`config.mk`:
```
export PLATFORM = sky130hd
export DESIGN_NAME = detection_target_tracker
export DESIGN_NICKNAME = d
export VERILOG_FILES = /design/src/rtl/dtt_pkg.sv /design/src/rtl/detection_target_tracker.sv
export SDC_FILE = /design/constraint.sdc
export NUM_CORES = 1
export LEC_CHECK = 0
export ABC_CLOCK_PERIOD_IN_PS = 27000
export CORE_ASPECT_RATIO = 0.6
export CORE_MARGIN = 4
export CORE_UTILIZATION = 55
export CTS_CLUSTER_DIAMETER = 30
export DETAILED_ROUTE_END_ITERATION = 12
export DONT_BUFFER_PORTS = 1
export GPL_ROUTABILITY_DRIVEN = 0
export GPL_TIMING_DRIVEN = 0
export PLACE_DENSITY = 0.79
export SYNTH_ARGS = -nofsm -noshare
export SYNTH_HDL_FRONTEND = slang
export SYNTH_SLANG_ARGS = --single-unit
```
`constraint.sdc`:
```
create_clock -name clk -period 27 [get_ports clk]
set_input_delay 6.75 -clock clk [delete_from_list [all_inputs] [get_ports clk]]
set_output_delay 6.75 -clock clk [all_outputs]
set_load 0.01 [all_outputs]
```
`src/rtl/dtt_pkg.sv`:
```
// ---------------------------------------------------------------------------
// Detection target tracker package
// Shared codes, widths and the result record of the target tracker.
// ---------------------------------------------------------------------------
package dtt_pkg;

  // Limits of one frame and of the coordinate fields.
  localparam int MAX_BOXES = 64;
  localparam int CNT_W     = $clog2(MAX_BOXES + 1);
  localparam int IDX_W     = $clog2(MAX_BOXES);
  localparam int BOX_W     = 13;
  localparam int COORD_W   = 12;
  localparam int AREA_W    = 24;
  localparam int TIME_W    = 32;
  localparam int TMO_W     = 16;
  localparam int CONF_W    = 11;
  localparam int CFG_W     = 24;

  // Confidence of exactly 1.0 in unsigned Q1.10.
  localparam logic [CONF_W-1:0] CONF_ONE = 11'd1024;

  // Item opcodes.
  localparam logic [1:0] OP_BOX    = 2'd0;
  localparam logic [1:0] OP_FRAME  = 2'd1;
  localparam logic [1:0] OP_TICK   = 2'd2;
  localparam logic [1:0] OP_CANCEL = 2'd3;

  // Configuration register indexes.
  localparam logic [1:0] REG_FRAME_WIDTH  = 2'd0;
  localparam logic [1:0] REG_FRAME_HEIGHT = 2'd1;
  localparam logic [1:0] REG_MIN_AREA     = 2'd2;
  localparam logic [1:0] REG_LOST_TIMEOUT = 2'd3;

  // Tracker state codes as reported on track_state.
  localparam logic [2:0] TS_IDLE      = 3'd0;
  localparam logic [2:0] TS_ACQUIRING = 3'd1;
  localparam logic [2:0] TS_TRACKING  = 3'd2;
  localparam logic [2:0] TS_LOST      = 3'd3;
  localparam logic [2:0] TS_COOLDOWN  = 3'd4;

  // One result beat.
  typedef struct packed {
    logic [2:0]         track_state;
    logic               target_active;
    logic               fresh_target;
    logic               lost_event;
    logic [TIME_W-1:0]  track_duration_ms;
    logic [COORD_W-1:0] centroid_x;
    logic [COORD_W-1:0] centroid_y;
    logic [IDX_W-1:0]   target_index;
    logic [AREA_W-1:0]  target_area;
    logic               laser_on_request;
    logic               laser_off_home;
  } res_t;

endpackage

```
`src/rtl/detection_target_tracker.sv`:
```
// A frame, tick or cancel beat gives a result, registered into the output buffer when the beat is accepted.
// Box beats give no result and only update the per-frame selection registers.
// Throughput: one beat per cycle; a two-entry output buffer lets input continue
// while one result waits, and in_ready drops only when both entries are full.
// Reset (synchronous, active high): state idle, no target, frame empty, registers
// at 640, 480, 100 and 500, output buffer empty.
// ---------------------------------------------------------------------------
// Detection target tracker
// Picks the largest valid detection box of each frame, tracks it over time
// and raises laser requests, loss and cancel events.
// ---------------------------------------------------------------------------
module detection_target_tracker (
  input  logic                          clk,
  input  logic                          rst,
  // Configuration write channel.
  input  logic                          cfg_valid,
  output logic                          cfg_ready,
  input  logic [1:0]                    cfg_index,
  input  logic [dtt_pkg::CFG_W-1:0]     cfg_data,
  // Input channel.
  input  logic                          in_valid,
  output logic                          in_ready,
  input  logic [1:0]                    opcode,
  input  logic signed [dtt_pkg::BOX_W-1:0] box_x,
  input  logic signed [dtt_pkg::BOX_W-1:0] box_y,
  input  logic signed [dtt_pkg::BOX_W-1:0] box_width,
  input  logic signed [dtt_pkg::BOX_W-1:0] box_height,
  input  logic [dtt_pkg::CONF_W-1:0]    confidence,
  input  logic [dtt_pkg::TIME_W-1:0]    time_ms,
  input  logic                          laser_armed,
  input  logic                          laser_firing,
  input  logic                          laser_cooling,
  // Output channel.
  output logic                          out_valid,
  input  logic                          out_ready,
  output logic [2:0]                    track_state,
  output logic                          target_active,
  output logic                          fresh_target,
  output logic                          lost_event,
  output logic [dtt_pkg::TIME_W-1:0]    track_duration_ms,
  output logic [dtt_pkg::COORD_W-1:0]   centroid_x,
  output logic [dtt_pkg::COORD_W-1:0]   centroid_y,
  output logic [dtt_pkg::IDX_W-1:0]     target_index,
  output logic [dtt_pkg::AREA_W-1:0]    target_area,
  output logic                          laser_on_request,
  output logic                          laser_off_home
);

  typedef enum logic [2:0] {
    ST_IDLE      = dtt_pkg::TS_IDLE,
    ST_ACQUIRING = dtt_pkg::TS_ACQUIRING,
    ST_TRACKING  = dtt_pkg::TS_TRACKING,
    ST_COOLDOWN  = dtt_pkg::TS_COOLDOWN
  } state_t;

  // Configuration registers.
  logic [dtt_pkg::COORD_W-1:0] frame_width;
  logic [dtt_pkg::COORD_W-1:0] frame_height;
  logic [dtt_pkg::AREA_W-1:0]  min_area;
  logic [dtt_pkg::TMO_W-1:0]   lost_timeout_ms;

  // Tracking state.
  state_t                      state, state_next;
  logic                        tracking, tracking_next;
  logic [dtt_pkg::TIME_W-1:0]  track_start;
  logic [dtt_pkg::TIME_W-1:0]  sight_time;

  // Per-frame selection.
  logic [dtt_pkg::AREA_W-1:0]  top_area;
  logic [dtt_pkg::IDX_W-1:0]   best_slot;
  logic                        best_found;
  logic [dtt_pkg::COORD_W-1:0] best_cx;
  logic [dtt_pkg::COORD_W-1:0] best_cy;
  logic [dtt_pkg::CNT_W-1:0]   boxes_seen;

  // Output buffer: main register and skid entry.
  dtt_pkg::res_t               out_res, skid_res, res_next;
  logic                        skid_valid;
  logic                        has_result;

  logic                        in_beat;
  logic                        drain;

  assign cfg_ready = 1'b1;
  assign in_ready  = !skid_valid;
  assign in_beat   = in_valid && in_ready;
  assign drain     = out_valid && out_ready;

  // Configuration writes.
  always_ff @(posedge clk) begin
    if (rst) begin
      frame_width     <= 12'd640;
      frame_height    <= 12'd480;
      min_area        <= 24'd100;
      lost_timeout_ms <= 16'd500;
    end else if (cfg_valid && cfg_ready) begin
      unique case (cfg_index)
        dtt_pkg::REG_FRAME_WIDTH:  frame_width     <= cfg_data[dtt_pkg::COORD_W-1:0];
        dtt_pkg::REG_FRAME_HEIGHT: frame_height    <= cfg_data[dtt_pkg::COORD_W-1:0];
        dtt_pkg::REG_MIN_AREA:     min_area        <= cfg_data[dtt_pkg::AREA_W-1:0];
        dtt_pkg::REG_LOST_TIMEOUT: lost_timeout_ms <= cfg_data[dtt_pkg::TMO_W-1:0];
        default: ;
      endcase
    end
  end

  // Box checks: positive size, inside the frame, confidence at most 1.0.
  logic [dtt_pkg::COORD_W-1:0] bx, by, bw, bh;
  logic [dtt_pkg::COORD_W:0]   x_end, y_end;
  logic                        size_ok, pos_ok, fit_ok, conf_ok, box_ok, room;
  logic [dtt_pkg::AREA_W-1:0]  area, limit;
  logic                        take_box;

  assign bx = box_x[dtt_pkg::COORD_W-1:0];
  assign by = box_y[dtt_pkg::COORD_W-1:0];
  assign bw = box_width[dtt_pkg::COORD_W-1:0];
  assign bh = box_height[dtt_pkg::COORD_W-1:0];

  assign size_ok = !box_width[dtt_pkg::BOX_W-1] && (bw != '0) &&
                   !box_height[dtt_pkg::BOX_W-1] && (bh != '0);
  assign pos_ok  = !box_x[dtt_pkg::BOX_W-1] && (bx < frame_width) &&
                   !box_y[dtt_pkg::BOX_W-1] && (by < frame_height);
  assign x_end   = {1'b0, bx} + {1'b0, bw};
  assign y_end   = {1'b0, by} + {1'b0, bh};
  assign fit_ok  = (x_end <= {1'b0, frame_width}) && (y_end <= {1'b0, frame_height});
  assign conf_ok = confidence <= dtt_pkg::CONF_ONE;
  assign box_ok  = size_ok && pos_ok && fit_ok && conf_ok;
  assign room    = boxes_seen < dtt_pkg::CNT_W'(dtt_pkg::MAX_BOXES);

  assign area     = bw * bh;
  assign limit    = best_found ? top_area : min_area;
  assign take_box = room && box_ok && (area > limit);

  // Loss check against the timeout and elapsed track time.
  logic [dtt_pkg::TIME_W-1:0] since_seen, duration;
  logic                       timed_out;

  assign since_seen = time_ms - sight_time;
  assign duration   = time_ms - track_start;
  assign timed_out  = tracking &&
                      (since_seen > {{(dtt_pkg::TIME_W-dtt_pkg::TMO_W){1'b0}}, lost_timeout_ms});

  // Next tracker state and result of a frame, tick or cancel beat.
  logic   fresh;
  state_t mid_state;

  always_comb begin
    state_next    = state;
    tracking_next = tracking;
    res_next      = '0;
    has_result    = 1'b0;
    fresh         = !tracking;
    mid_state     = timed_out ? ST_IDLE : state;
    unique case (opcode)
      dtt_pkg::OP_BOX: begin
        has_result = 1'b0;
      end
      dtt_pkg::OP_FRAME: begin
        has_result = 1'b1;
        if (!best_found) begin
          if (timed_out) begin
            res_next.lost_event        = 1'b1;
            res_next.track_duration_ms = duration;
            res_next.laser_off_home    = 1'b1;
            tracking_next              = 1'b0;
            state_next                 = ST_IDLE;
          end
        end else begin
          if (fresh) begin
            state_next = ST_ACQUIRING;
          end
          tracking_next         = 1'b1;
          res_next.fresh_target = fresh;
          res_next.centroid_x   = best_cx;
          res_next.centroid_y   = best_cy;
          res_next.target_index = best_slot;
          res_next.target_area  = top_area;
          if (laser_armed) begin
            res_next.laser_on_request = !laser_firing && !laser_cooling;
            state_next                = ST_TRACKING;
          end
        end
      end
      dtt_pkg::OP_TICK: begin
        has_result = 1'b1;
        if (timed_out) begin
          res_next.lost_event        = 1'b1;
          res_next.track_duration_ms = duration;
          res_next.laser_off_home    = 1'b1;
          tracking_next              = 1'b0;
        end
        state_next = mid_state;
        if (mid_state == ST_TRACKING && laser_cooling) begin
          state_next = ST_COOLDOWN;
        end else if (mid_state == ST_COOLDOWN && !laser_cooling) begin
          if (tracking_next) begin
            state_next                = ST_TRACKING;
            res_next.laser_on_request = 1'b1;
          end else begin
            state_next = ST_IDLE;
          end
        end
      end
      dtt_pkg::OP_CANCEL: begin
        has_result = 1'b1;
        if (tracking) begin
          res_next.track_duration_ms = duration;
        end
        res_next.laser_off_home = 1'b1;
        tracking_next           = 1'b0;
        state_next              = ST_IDLE;
      end
      default: ;
    endcase
    res_next.track_state   = state_next;
    res_next.target_active = tracking_next;
  end

  // Tracker state and per-frame selection registers.
  always_ff @(posedge clk) begin
    if (rst) begin
      state       <= ST_IDLE;
      tracking    <= 1'b0;
      track_start <= '0;
      sight_time  <= '0;
      best_found  <= 1'b0;
      boxes_seen  <= '0;
    end else if (in_beat) begin
      state    <= state_next;
      tracking <= tracking_next;
      if (opcode == dtt_pkg::OP_BOX) begin
        if (room) begin
          boxes_seen <= boxes_seen + 1'b1;
        end
        if (take_box) begin
          best_found <= 1'b1;
          top_area   <= area;
          best_slot  <= boxes_seen[dtt_pkg::IDX_W-1:0];
          best_cx    <= bx + (bw >> 1);
          best_cy    <= by + (bh >> 1);
        end
      end else if (opcode == dtt_pkg::OP_FRAME) begin
        if (best_found) begin
          if (fresh) begin
            track_start <= time_ms;
          end
          sight_time <= time_ms;
        end
        best_found <= 1'b0;
        boxes_seen <= '0;
      end
    end
  end

  // Output register with a skid entry behind it.
  always_ff @(posedge clk) begin
    if (rst) begin
      out_valid  <= 1'b0;
      skid_valid <= 1'b0;
    end else if (drain) begin
      if (skid_valid) begin
        out_res    <= skid_res;
        skid_valid <= 1'b0;
      end else if (in_beat && has_result) begin
        out_res <= res_next;
      end else begin
        out_valid <= 1'b0;
      end
    end else if (in_beat && has_result) begin
      if (!out_valid) begin
        out_res   <= res_next;
        out_valid <= 1'b1;
      end else begin
        skid_res   <= res_next;
        skid_valid <= 1'b1;
      end
    end
  end

  assign track_state       = out_res.track_state;
  assign target_active     = out_res.target_active;
  assign fresh_target      = out_res.fresh_target;
  assign lost_event        = out_res.lost_event;
  assign track_duration_ms = out_res.track_duration_ms;
  assign centroid_x        = out_res.centroid_x;
  assign centroid_y        = out_res.centroid_y;
  assign target_index      = out_res.target_index;
  assign target_area       = out_res.target_area;
  assign laser_on_request  = out_res.laser_on_request;
  assign laser_off_home    = out_res.laser_off_home;

endmodule

```
==> flow_summary.json, run 1 <==
{
  "cts_resized": 0,
  "reg2reg_depth": 13,
  "cp.depth": 31,
  "final_area_um2": 29900,
  "die_area_um2": 52400,
  "layout_commonest_cell": "nand2_1",
  "clock_skew_ns": 0.0621,
  "layout_setup_ws_ns": 11.69,
  "clkLatencyLatePin_ns": 0.63,
  "rr_startpoint": "best_found",
  "place_inst": 3565,
  "cpMaxStageDelayCell": "nor4_1",
  "ys_seq_area_frac": 0.378,
  "final-seq-area_um2": 10100,
  "drc_errors": 0,
  "ff2ff_setup_slack_ns": 21.00,
  "cts_buffers": 61,
  "path_class": "input port to register",
  "synth_ff_type": "edfxtp_1",
  "worst_slew_pin_slew_ns": 1.07,
  "peakVddDrop_mv": 0.0812,
  "muxShareOfSynthArea": 0.0122,
  "worstPathRequired_ns": 27.32,
  "clock_path_buffers": 3,
  "async_reset_ff_frac": 0,
  "grt_max_degree": 69,
  "slowest_delay_ns": 0.66,
  "ys_ff_latch": 384,
  "hold_buffers": 0,
  "totalPowerFinal_w": 0.00236,
  "rsz0062_at_grt": "no",
  "p_leak_nw": 12.2,
  "syn_nets": 3405,
  "setup_tns_ns": 0,
  "endpoint": "top_area[7]",
  "clkTransAtPathRegs_ns": 0.06,
  "ant_nets": 0,
  "final_cell_mix": "nand2_1 (585), inv_1 (279), ha_1 (262), edfxtp_1 (242), a21oi_1 (229)",
  "pre_cts_slack_ns": 11.37,
  "grt.overflow.total": 0,
  "antenna_found_initial": 8,
  "startpoint": "box_height[3]",
  "core_um2": 47900,
  "synth.distinct_cells": 80,
  "portBuffers": 0,
  "ys_warn_count": 0,
  "htree_levels": 2,
  "hold_viol": 0,
  "synth-simple-area-share": 0.183,
  "syn-mean-instance-area_um2": 9.21,
  "period_share": 0.567,
  "dr.first_iter.drc_count": 2752,
  "worstPathBufferInverterCount": 8,
  "powerDensity_nw_per_um2": 78.7,
  "syn_to_final_growth_pct": 11.9,
  "grt_pass1_wl_um": 122000,
  "vias": 22532,
  "maxCapViolCount": 0,
  "final_max_slew_viol_count": 0,
  "wl_per_cell_um": 21.6,
  "ioPinCount": 228,
  "finalNonFillerCells": 3686,
  "worstReg2RegEnd": "top_area[7]",
  "timing.fmax_ghz": 0.0653,
  "start_util": 0.558,
  "hold_path_class": "register to register",
  "synth_compound_area_frac": 0.135,
  "start_kind": "input port",
  "root_buffer": "clkbuf_16",
  "end_kind": "register",
  "syn-cell-area_um2": 26800,
  "drt_pass1_iterations": 7,
  "grt_pass1_vias": 21803,
  "fin_crit_ns": 15.31,
  "syn_inst": 2906,
  "cts_setup_buffers": 0,
  "synth_edf_count": 242,
  "path_delay_family": "adder cells",
  "grtUsageTotal": 0.298,
  "die_w_um": 293,
  "fillCellCount": 3755,
  "dp.final_hpwl_um": 62800,
  "routed_wl_um": 79600,
  "rows": 62,
  "slew_headroom": 0.277,
  "drive_gt1_frac": 0.0549,
  "synthXorXnorAreaFrac": 0.0324,
  "crit_path_max_fanout": 13,
  "cts_tree": "done",
  "fin_nets": 3487,
  "placedInstanceArea_um2": 27800,
  "status": "finished, final reports clean",
  "finalSetupViolCount": 0,
  "synth_top_family_by_area": "adder cells",
  "cts.sinks": 384,
  "synth-adder-area-share": 0.202,
  "arrival_ns": 15.63,
  "multi_input_area_um2": 15100,
  "die-height_um": 179,
  "post_drt_via_cell_ratio": 6.11
}
==> sequential cells by signal (all words and copies together), names as in the netlist, 12 cells and up <==
name	flops
best_cy	12
frame_width	12
lost_timeout_ms	16
track_duration_ms	32
target_area	24
centroid_x	12
min_area	24
top_area	24
sight_time	32
skid_res	94
centroid_y	12
track_start	32
best_cx	12
frame_height	12
==> worst reg2reg max path: stages (launching register included) <==
cell and delay, ns:
dfxtp_1 0.32, clkbuf_1 0.72, clkbuf_1 0.38, buf_1 0.74, mux2i_1 0.24, ha_1 0.35, nand4_1 0.18, nor4_1 0.66
nand2_1 0.26, o211ai_1 0.48, o211ai_1 0.29, nor4bb_4 0.63, buf_6 0.28, buf_6 0.18
==> synth_stat cells, types with 40 or more instances <==
master | count | area share
nand2_1 | 585 | 0.082
inv_1 | 279 | 0.039
ha_1 | 262 | 0.12
edfxtp_1 | 242 | 0.27
a21oi_1 | 229 | 0.043
dfxtp_1 | 142 | 0.11
and2_1 | 112 | 0.026
fa_1 | 106 | 0.079
clkbuf_1 | 103 | 0.014
nor2_1 | 97 | 0.014
xnor2_1 | 77 | 0.025
and3_1 | 72 | 0.017
o21ai_0 | 62 | 0.012
a21o_1 | 54 | 0.015
nand3_1 | 40 | 0.0075
==> cells by family after synthesis <==
family	after synthesis
simple gates	1064
buf+inv	398
xor+xnor	99
flops	384
mux	32
other cells	1
fa+ha+maj	368
compound gates	560
==> metal layers <==
metal  part of all wire  GRT usage
met4              0.040      0.107
met1               0.41      0.410
met5           0.000088          0
met2               0.41      0.435
met3               0.14      0.106
==> metrics by stage <==
stage / hold slack, ns / util
final: 0.455 / 0.624
after global routing: 0.470 / 0.624
after CTS: 0.454 / 0.624
after detailed placement: 0.448 / 0.579
after global placement: 0.441 / 0.575
after floorplan: 0.434 / -
==> where the power goes <==
group | switching (W) | internal, W | leakage, nW
Sequential | 0.00000704 | 0.000657 | 3.36
Clock | 0.000312 | 0.000504 | 1.04
Combinational | 0.000515 | 0.000361 | 7.81
==> worst min path at each step <==
stage | cells past startpoint | end | start
6_report | 2 | track_start[16] | track_start[16]
5_1_grt | 2 | sight_time[13] | sight_time[13]
4_1_cts | 2 | sight_time[20] | sight_time[20]
3_5_place_dp | 2 | lost_timeout_ms[11] | lost_timeout_ms[11]
3_3_place_gp | 2 | min_area[7] | min_area[7]
2_1_floorplan | 2 | min_area[0] | min_area[0]
==> final cells by class <==
| class | count | share of cell area |
|---|---|---|
| Clock inverter | 45 | 0.0186 |
| Inverter | 279 | 0.0350 |
| Sequential cell | 384 | 0.338 |
| Antenna cell | 5 | 0.000418 |
| Multi-Input combinational cell | 2124 | 0.505 |
| Tap cell | 640 | 0.0268 |
| Clock buffer | 71 | 0.0536 |
| Timing Repair Buffer | 19 | 0.00598 |
| Buffer | 119 | 0.0165 |
Power figures use the tool's default switching activity.
==> run 2, diff against run 1 <==
--- a/config.mk
+++ b/config.mk
@@ -5,7 +5,8 @@
 export SDC_FILE = /design/constraint.sdc
 export NUM_CORES = 1
 export LEC_CHECK = 0
-export ABC_CLOCK_PERIOD_IN_PS = 27000
+export ABC_AREA = 1
+export ABC_CLOCK_PERIOD_IN_PS = 13200
 export CORE_ASPECT_RATIO = 0.6
 export CORE_MARGIN = 4
 export CORE_UTILIZATION = 55
@@ -14,7 +15,7 @@
 export DONT_BUFFER_PORTS = 1
 export GPL_ROUTABILITY_DRIVEN = 0
 export GPL_TIMING_DRIVEN = 0
-export PLACE_DENSITY = 0.79
+export PLACE_DENSITY = 0.82
 export SYNTH_ARGS = -nofsm -noshare
 export SYNTH_HDL_FRONTEND = slang
 export SYNTH_SLANG_ARGS = --single-unit
==> constraint.sdc (replaced) <==
create_clock -name clk -period 13.2 [get_ports clk]
set_input_delay 3.3 -clock clk [delete_from_list [all_inputs] [get_ports clk]]
set_output_delay 3.3 -clock clk [all_outputs]
set_load 0.01 [all_outputs]
==> flow_summary.json, run 2 <==
{
  "finalSetupViolCount": 0,
  "dr.first_iter.drc_count": 2875,
  "p_leak_nw": 14.5,
  "hold_buffers": 0,
  "path_delay_family": "adder cells",
  "die_area_um2": 53400,
  "cts_buffers": 66,
  "finalNonFillerCells": 4137,
  "crit_path_max_fanout": 29,
  "syn_to_final_growth_pct": 12.2,
  "status": "finished, final reports clean",
  "yosysTopAreaCell": "edfxtp_1",
  "syn-cell-area_um2": 27300,
  "hold_start": "track_start[25]",
  "cts_setup_buffers": 0,
  "fin_crit_ns": 11.77,
  "synth_edf_count": 242,
  "drc_errors": 0,
  "path_class": "input port to register",
  "cp.depth": 34,
  "reg2reg_depth": 12,
  "ys_ff_latch": 384,
  "largest_register_ffs": 94,
  "hold_path_class": "register to register",
  "startpoint": "box_width[7]",
  "syn_nets": 3861,
  "synthTopCellsByCount": "nand2_1 (767), inv_1 (603), a21oi_1 (268), nor2_1 (266), ha_1 (262)",
  "layout_commonest_cell": "nand2_1",
  "grt_pass1_vias": 21818,
  "ys_warn_count": 0,
  "portBuffers": 0,
  "start_kind": "input port",
  "clock_path_buffers": 3,
  "synth.distinct_cells": 63,
  "ioPinCount": 228,
  "grt.overflow.total": 0,
  "async_reset_ff_frac": 0,
  "yosysMostFrequentCell": "nand2_1",
  "fin_nets": 3942,
  "rsz0062_at_grt": "no",
  "powerDensity_nw_per_um2": 160,
  "synth_top_area_share": 0.266,
  "syn_inst": 3362,
  "ant_nets": 0,
  "routed_wl_um": 81100,
  "root_buffer": "clkbuf_16",
  "arrival_ns": 12.03,
  "worst_slew_pin_slew_ns": 1.37,
  "final_cell_mix": "nand2_1 (767), inv_1 (603), a21oi_1 (268), nor2_1 (264), ha_1 (262)",
  "worstPathBufferInverterCount": 7,
  "cts_resized": 0,
  "top_register": "skid_res",
  "timing.fmax_ghz": 0.0850,
  "grtUsageTotal": 0.300,
  "htree_levels": 3,
  "synth.area.top_cells": "edfxtp_1 (27%), ha_1 (12%), nand2_1 (11%), dfxtp_1 (10%), inv_1 (8.3%)",
  "clkTransAtPathRegs_ns": 0.05,
  "final_max_slew_viol_count": 0,
  "slowest_delay_ns": 0.75,
  "cpMaxStageDelayCell": "nor2_4",
  "syn-mean-instance-area_um2": 8.13,
  "grt_pass1_wl_um": 124000,
  "maxCapViolCount": 0,
  "die-height_um": 181,
  "dp.final_hpwl_um": 62800,
  "post_drt_via_cell_ratio": 5.64,
  "cts.sinks": 384,
  "clock_skew_ns": 0.0297,
  "wl_per_cell_um": 19.6,
  "final_area_um2": 30600,
  "placedInstanceArea_um2": 28300,
  "die_w_um": 296,
  "whs_path_depth": 2,
  "start_util": 0.564,
  "slew_headroom": 0.0808,
  "core_um2": 48500,
  "clkLatencyLatePin_ns": 0.59,
  "rows": 62,
  "drive_gt1_frac": 0.0658,
  "period_share": 0.891,
  "synth_ff_type": "edfxtp_1",
  "drt_pass1_iterations": 6,
  "antenna_found_initial": 5,
  "whs_ns": 0.454,
  "cts_tree": "done",
  "rr_startpoint": "skid_valid",
  "hold_viol": 0,
  "ys_seq_area_frac": 0.370,
  "peakVddDrop_mv": 0.147,
  "vias": 23319,
  "end_kind": "register",
  "worstPathRequired_ns": 13.46,
  "place_inst": 4015,
  "grt_max_degree": 34
}
-- run 2: cell count changes after synthesis, moves of 25 or more --
cell     before  now
a21o_1       54    7
a21oi_1     229  268
and2_1      112    2
and3_1       72    3
inv_1       279  603
mux2i_1      28    0
nand2_1     585  767
nand3_1      40   76
nor2_1       97  266
nor2b_1      25    0
o21a_1       34    7
o21ai_0      62  182
xnor2_1      77   38
xor2_1       22   58
-- run 2: where the power goes --
part	total, W	switching, W	internal, W	leakage, nW
Combinational	0.00171	0.00104	0.000668	10.1
Sequential	0.00139	0.0000251	0.00137	3.29
Clock	0.00179	0.000660	0.00113	1.12
Total	0.00490	0.00173	0.00317	14.5
-- run 2: kinds of logic after synthesis --
logic type / count (synthesis) / share of synthesized area
simple gates: 1244 / 0.190
buf+inv: 715 / 0.0990
compound gates: 553 / 0.113
flops: 384 / 0.370
fa+ha+maj: 368 / 0.198
xor+xnor: 96 / 0.0308
other cells: 1 / 0.000137
mux: 1 / 0.000412
-- run 2: final cells by class --
type                    instances  area, um^2
diodes                          2        5.00
plain buffers                  96         383
clock buffers                  72        1700
clock inverters                48         614
fillers                      3954       17800
inverters                     619        2320
multi-input cells            2263       14500
flip-flops and latches        384       10100
well taps                     640         801
repair buffers                 13         185
-- run 2: worst paths after layout --
kind / end / slack, ns
worst max-delay path: top_area[8] / 1.43
worst min-delay path: track_start[25] / 0.45
worst min register to register: track_start[25] / 0.45
worst max register to register: top_area[8] / 8.02
-- run 2: through the flow --
stage           util  setup slack, ns  power [W]  TNS, ns
4_1_cts        0.632             1.55    0.00489        0
2_1_floorplan      -             1.25    0.00266        0
3_3_place_gp   0.580            -2.04    0.00302  -272.48
6_report       0.632             1.43    0.00490        0
3_5_place_dp   0.584             1.01    0.00308        0
5_1_grt        0.632            0.797    0.00520        0
-- run 2: per-layer routing --
layer,global-route usage,wire (um),vias to the layer above
met3,0.120,12300,193
met2,0.411,31800,1354
met1,0.431,34100,10774
met4,0.0955,2880,8
li1,-,-,10990
met5,0.00723,109,-
-- run 2: worst min-delay path: cells and delay by family, from the launching register on --
family	cells	cell delay, ns
buffers and inverters	1	0.06
flip-flops	1	0.29
AO/OA/AOI/OAI	1	0.06
